[src/hw/rtl/mhpq_pkg.sv]
// Shared types, codes and defaults of the max-heap priority queue.
`timescale 1ns / 1ps

package mhpq_pkg;

    localparam int CAPACITY_DEF    = 1024;
    localparam int VALUE_WIDTH_DEF = 32;
    localparam int IN_VALUE_W      = 32;
    localparam int EXT_W           = 64;
    localparam int OUT_COUNT_W     = 11;
    localparam int STATUS_W        = 2;
    localparam int OUT_TDATA_W     = 48;

    typedef enum logic [STATUS_W-1:0] {
        ST_OK    = 2'd0,
        ST_EMPTY = 2'd1,
        ST_FULL  = 2'd2
    } t_status;

    typedef enum logic [3:0] {
        S_IDLE,
        S_DECODE,
        S_INS_CHECK,
        S_INS_CMP,
        S_DEL_LAST,
        S_DEL_CHECK,
        S_DEL_CMP,
        S_DONE
    } t_state;

    typedef enum logic [3:0] {
        OP_NONE,
        OP_LOAD,
        OP_SET_FULL,
        OP_SET_EMPTY,
        OP_INS_BEGIN,
        OP_INS_READ,
        OP_INS_MOVE,
        OP_DEL_BEGIN,
        OP_DEL_TAKE,
        OP_DEL_READ,
        OP_DEL_MOVE,
        OP_WRITE_HOLE,
        OP_FINISH
    } t_dp_op;

    typedef struct packed {
        logic is_remove;
        logic empty;
        logic full;
        logic at_root;
        logic no_child;
        logic up_more;
        logic down_more;
        logic out_free;
    } t_dp_sts;

endpackage

[src/hw/rtl/mhpq_ctrl.sv]
// Controller state machine that sequences inserts, removals and sifts.
`timescale 1ns / 1ps

module mhpq_ctrl
    import mhpq_pkg::*;
(
    input  logic    i_clk,
    input  logic    i_rst_n,
    input  logic    i_in_valid,
    input  t_dp_sts i_sts,
    output logic    o_in_ready,
    output t_dp_op  o_op
);

    t_state r_state;
    t_state n_state;

    always_ff @(posedge i_clk) begin
        if (!i_rst_n) begin
            r_state <= S_IDLE;
        end else begin
            r_state <= n_state;
        end
    end

    always_comb begin
        n_state = r_state;
        unique case (r_state)
            S_IDLE: begin
                if (i_in_valid) n_state = S_DECODE;
            end
            S_DECODE: begin
                if (i_sts.is_remove) begin
                    n_state = i_sts.empty ? S_DONE : S_DEL_LAST;
                end else begin
                    n_state = i_sts.full ? S_DONE : S_INS_CHECK;
                end
            end
            S_INS_CHECK: begin
                n_state = i_sts.at_root ? S_DONE : S_INS_CMP;
            end
            S_INS_CMP: begin
                n_state = i_sts.up_more ? S_INS_CHECK : S_DONE;
            end
            S_DEL_LAST: begin
                n_state = i_sts.empty ? S_DONE : S_DEL_CHECK;
            end
            S_DEL_CHECK: begin
                n_state = i_sts.no_child ? S_DONE : S_DEL_CMP;
            end
            S_DEL_CMP: begin
                n_state = i_sts.down_more ? S_DEL_CHECK : S_DONE;
            end
            S_DONE: begin
                if (i_sts.out_free) n_state = S_IDLE;
            end
            default: n_state = S_IDLE;
        endcase
    end

    always_comb begin
        o_in_ready = 1'b0;
        o_op       = OP_NONE;
        unique case (r_state)
            S_IDLE: begin
                // hold off the input while reset is applied
                o_in_ready = i_rst_n;
                if (i_in_valid && i_rst_n) o_op = OP_LOAD;
            end
            S_DECODE: begin
                if (i_sts.is_remove) begin
                    o_op = i_sts.empty ? OP_SET_EMPTY : OP_DEL_BEGIN;
                end else begin
                    o_op = i_sts.full ? OP_SET_FULL : OP_INS_BEGIN;
                end
            end
            S_INS_CHECK: begin
                o_op = i_sts.at_root ? OP_WRITE_HOLE : OP_INS_READ;
            end
            S_INS_CMP: begin
                o_op = i_sts.up_more ? OP_INS_MOVE : OP_WRITE_HOLE;
            end
            S_DEL_LAST: begin
                // last entry was the only one: nothing left to place
                o_op = i_sts.empty ? OP_NONE : OP_DEL_TAKE;
            end
            S_DEL_CHECK: begin
                o_op = i_sts.no_child ? OP_WRITE_HOLE : OP_DEL_READ;
            end
            S_DEL_CMP: begin
                o_op = i_sts.down_more ? OP_DEL_MOVE : OP_WRITE_HOLE;
            end
            S_DONE: begin
                if (i_sts.out_free) o_op = OP_FINISH;
            end
            default: o_op = OP_NONE;
        endcase
    end

    // a word is taken only from the idle state
    assert property (@(posedge i_clk) disable iff (!i_rst_n)
        (i_in_valid && o_in_ready) |=> (r_state == S_DECODE))
        else $error("accepted word did not enter decode");

    // an accepted word always finishes before the next one is taken
    assert property (@(posedge i_clk) disable iff (!i_rst_n)
        (r_state == S_DONE && i_sts.out_free) |=> (r_state == S_IDLE))
        else $error("finished word did not return to idle");

    assert property (@(posedge i_clk) disable iff (!i_rst_n)
        (o_op == OP_FINISH) |-> (r_state == S_DONE))
        else $error("result issued outside the done state");

endmodule

[config.mk]
export PLATFORM = sky130hd
export DESIGN_NAME = mhpq_ctrl
export DESIGN_NICKNAME = d
export VERILOG_FILES = /design/src/hw/rtl/mhpq_pkg.sv /design/src/hw/rtl/mhpq_ctrl.sv
export SDC_FILE = /design/constraint.sdc
export NUM_CORES = 1
export LEC_CHECK = 0
export BUFFER_PORTS_ARGS = -buffer_cell sky130_fd_sc_hd__buf_2
export CORE_AREA = 2 2 39 41
export CTS_BUF_LIST = sky130_fd_sc_hd__clkbuf_4
export DETAILED_ROUTE_END_ITERATION = 10
export DIE_AREA = 0 0 41 43
export SETUP_SLACK_MARGIN = 0.02
export SYNTH_ARGS = -nofsm -noshare
export SYNTH_HDL_FRONTEND = slang
export SYNTH_SLANG_ARGS = --single-unit
export TNS_END_PERCENT = 20
[constraint.sdc]
create_clock -name i_clk -period 1.2 [get_ports i_clk]
set_clock_uncertainty 0.2 [all_clocks]
set_input_delay 0.24 -clock i_clk [delete_from_list [all_inputs] [get_ports i_clk]]
set_output_delay 0.24 -clock i_clk [all_outputs]
set_load 0.005 [all_outputs]
# Word-level counts from Yosys, hierarchy flattened
# Index checks and enable logic that the tools add are counted.
[totals] regBits=4
[classes] eq_ne=9 muxes=23 n_reduce_logical=3
[op_table] operator="4-bit case mux with 8 select lines" count=2
[op_table] operator="4-bit two-way mux" count=6
[op_table] operator="3-bit two-way mux" count=7
[op_table] operator="4-bit by 3-bit equality test with 1-bit output (second input constant)" count=4
[op_table] operator="4-bit by 2-bit equality test with 1-bit output (second input constant)" count=2
[op_table] operator="2-bit two-way mux" count=4
[op_table] operator="4-bit by 1-bit equality test with 1-bit output (second input constant)" count=1
[op_table] operator="4-bit logical NOT" count=1
[op_table] operator="1-bit two-way mux" count=4
[op_table] operator="2-bit != test (second input constant)" count=2
[op_table] operator="2-bit AND reduction" count=1
[op_table] operator="1-bit logical AND" count=1

# Logic depth before layout (Yosys ltp)
[logic_depth] depth_word=3 depth_mapped=4 depth_no_buf=3

# Worst setup path before layout
# Ideal clock, no wire load.
[synth_timing] path_kind="reg2out" start="register r_state[1]" end="output o_op[0]" arrival_time_ns=0.903 setup_slack_ns=-0.143 path_stages_with_launch=5 path_cell_list="dfxtp_1 > buf_6 > nor4b_4 > nand2_1 > o21ai_1"
[synth_between] elab_chain_cells=2 word_cells_on_any_way=9 cone_classes="eq/ne (7); mux (1); reduce/logical (1)"
[synth_lines] item="start, declared" line_no="mhpq_ctrl.sv:15" rtl="t_state r_state;"
[synth_lines] item="start signal, assigned" line_no="mhpq_ctrl.sv:22" rtl="r_state <= n_state;"
[synth_lines] item="4-bit by 3-bit equality test with 1-bit output (tied with other cells)" line_no="mhpq_ctrl.sv:64" rtl="unique case (r_state)"
[synth_lines] item="4-bit case mux with 8 select lines (*)" line_no="mhpq_ctrl.sv:64"
[synth_lines] item="end, declared" line_no="mhpq_ctrl.sv:12" rtl="output t_dp_op o_op"
# Every way passes the cells marked *; elsewhere a longest branch is shown, timed or not.

# Final worst setup path
[layout_timing] start="register r_state[2]" end="output o_op[1]"
# The elaborated chain is that of the path after synthesis.

==> metrics.yaml <==
worstRegToRegCells: 4
synth_ff_type: "dfxtp_1"
top_register: "r_state"
synth_edf_count: 0
critPathMaxFanout: 12
initial_core_util: 0.2794
cap_violations: 0
ys_seq_area_frac: 0.1553
fillerInstances: 144
drcViolationCount: 0
regArea_um2: 68.82
clockBufferDepth: 2
grt_pass1_vias: 477
die_area_um2: 1763
async_flop_share: 0
ctsRootBufferMaster: "clkbuf_4"
wl_met1_um: 535
row_count: 14
synth_top_cell_by_area: "dfxtp_1"
crit_type: "flop to primary output"
gr-usage-all-layers: 0.1732
cts_sinks: 3
largest_reg_flops: 3
fin_crit_ns: 1.682
wl_met3_um: 69
die_w_um: 41
wl_met2_um: 622
dr.first_iter.drc_count: 9
setup_viol: 8
holdWs_ns: 0.1129
critPathLaunch: "r_state[2]"
multi_input_area_um2: 311.5
top_layer_used: "met4"
hold_viol: 0
ir_worst_vdd_mv: 0.5650
avgRoutedWirePerCell_um: 12.42
endpoint_kind: "primary output"
dp.final_hpwl_um: 894.9
grt_max_degree: 13
grt-ovfl-total: 0
fin_nets: 97
routed_wl_mm: 1.254
area_growth_pct: 71.52
fin_ws_ns: -0.4819
top_regs: "r_state x3"
antenna_found_initial: 0
start_kind: "flop"
fmax_ghz: 0.5946
p_total_mw: 1.105
maxSlewViolCount: 0
reg2reg_to: "r_state[0]"
die_h_um: 43
htreeDepth: 1
violations: "negative setup slack"
place_area_um2: 571.8
p_per_area_nw_per_um2: 1666
endpoint: "o_op[1]"
drive_above_1_share: 0.5765
syn-num-nets: 63
tns_ns: -2.597
portBuffers: 15
synth_area_um2: 386.6
diodes: 0
p_leak_nw: 0.3047
grt_pass1_wl_mm: 2.063
reg2reg_slack_ns: -0.17
first_pass_iters: 4
routabilityCongestion: 0.7999
hold_class: "primary input to flop"
via_count: 516
avgSynthCellArea_um2: 7.435
rr_startpoint: "r_state[1]"
ant_nets: 0
via_per_inst: 5.109
max_slew.worst_pin.slew_ns: 0.3157
clock_latency_ns: 0.24
crit_arrival_ns: 1.24
synth_seq_cells: 3
clk_pin_slew_worst_paths_ns: 0.04
rsz0062_at_grt: "true"
cts_buffers: 3
yosys-top-cells-area: "dfxtp_1 16%, buf_6 8.7%, nor4b_4 6.1%"
ys_types: 30
status: "complete, but fails checks"
yosys_warnings: 0
yosysTopAreaCellShare: 0.1553
final.period_utilization: 1.402
stdcell_area_um2: 663.1
yosys-top-cells-count: "4 x nand2_1, 4 x nor2_1, 4 x o21ai_1"
synth_cells: 52
slew_headroom: 0.7876
io_pins: 16
postCtsHoldBufs: 0
required_ns: 0.76
coreArea_um2: 1384
cts_tree: "done"
final_util: 0.4792
## layer usage
metal / vias to the layer above / GRT usage
met1: 230 / 0.2197
li1: 259 / -
met4: 0 / 0.1000
met5: - / 0
met3: 4 / 0.03141
met2: 23 / 0.2594
## cell usage in the layout, fill, tap and decap left out
cell type	n
dfxtp_2	1
and2_1	1
nor4b_4	1
o2bb2ai_1	1
a31oi_1	3
dfxtp_4	2
buf_4	15
o2111a_1	1
buf_2	15
or2_0	1
a22oi_2	1
mux2i_1	1
inv_1	2
nand2b_1	2
a221oi_2	1
o211ai_1	1
a21oi_1	2
nand4b_1	1
buf_6	3
nor4_1	1
nor2b_2	2
clkbuf_4	4
o21ai_2	1
o21ai_0	2
o32ai_2	1
nand3b_1	1
nand2_1	3
o31a_1	1
nand2_4	1
o21ai_1	4
nor3_1	1
o211a_1	1
nor2b_1	1
nor2_1	4
or2_1	1
inv_2	1
## how the worst min path moves through the flow
stage | start | end | slack (ns) | cells after the start
CTS | i_sts[2] | r_state[2] | 0.11 | 3
finish | i_sts[2] | r_state[2] | 0.11 | 3
global placement | i_sts[2] | r_state[2] | 0.37 | 3
global route | i_sts[2] | r_state[2] | 0.13 | 3
floorplan | i_rst_n | r_state[1] | 0.17 | 1
detailed placement | i_sts[2] | r_state[2] | 0.39 | 3
## logic make-up after synthesis
group / share of synthesized area
buffers and inverters: 0.1294
AOI/OAI and AO/OA: 0.3495
DFF: 0.1553
and+or+nand+nor: 0.3398
muxes: 0.02589
## report_power, final
part           total [mW]  switching [mW]  internal [mW]
Sequential          0.204          0.0630          0.141
Clock               0.213          0.0649          0.148
Combinational       0.688           0.300          0.388
## worst max-delay path: stages, from the launching register on
cell	delay [ns]
dfxtp_2	0.36
buf_4	0.20
nand4b_1	0.12
o211a_1	0.13
o21ai_1	0.07
buf_2	0.12
## stage by stage
stage	std cells	worst slack, ns
6_report	101	-0.4819
5_1_grt	101	-0.5645
4_1_cts	101	-0.4975
3_5_place_dp	96	-0.3305
3_3_place_gp	96	-0.2845
2_1_floorplan	52	-0.1282
## timing repair
action                                  4_1_cts  5_1_grt
hold endpoints to repair                      0        0
gates resized for setup                      18        0
buffers inserted                              1        0
endpoints found under the setup margin        8        8
pin swaps                                     3        2
## area by class of cell
cell class / count / area share
inverters: 3 / 0.01698
flip-flops and latches: 3 / 0.1038
well taps: 16 / 0.03019
clock buffers: 4 / 0.04528
multi-input cells: 42 / 0.4698
repair buffers: 33 / 0.3340
(Power assumes the default switching activity.)
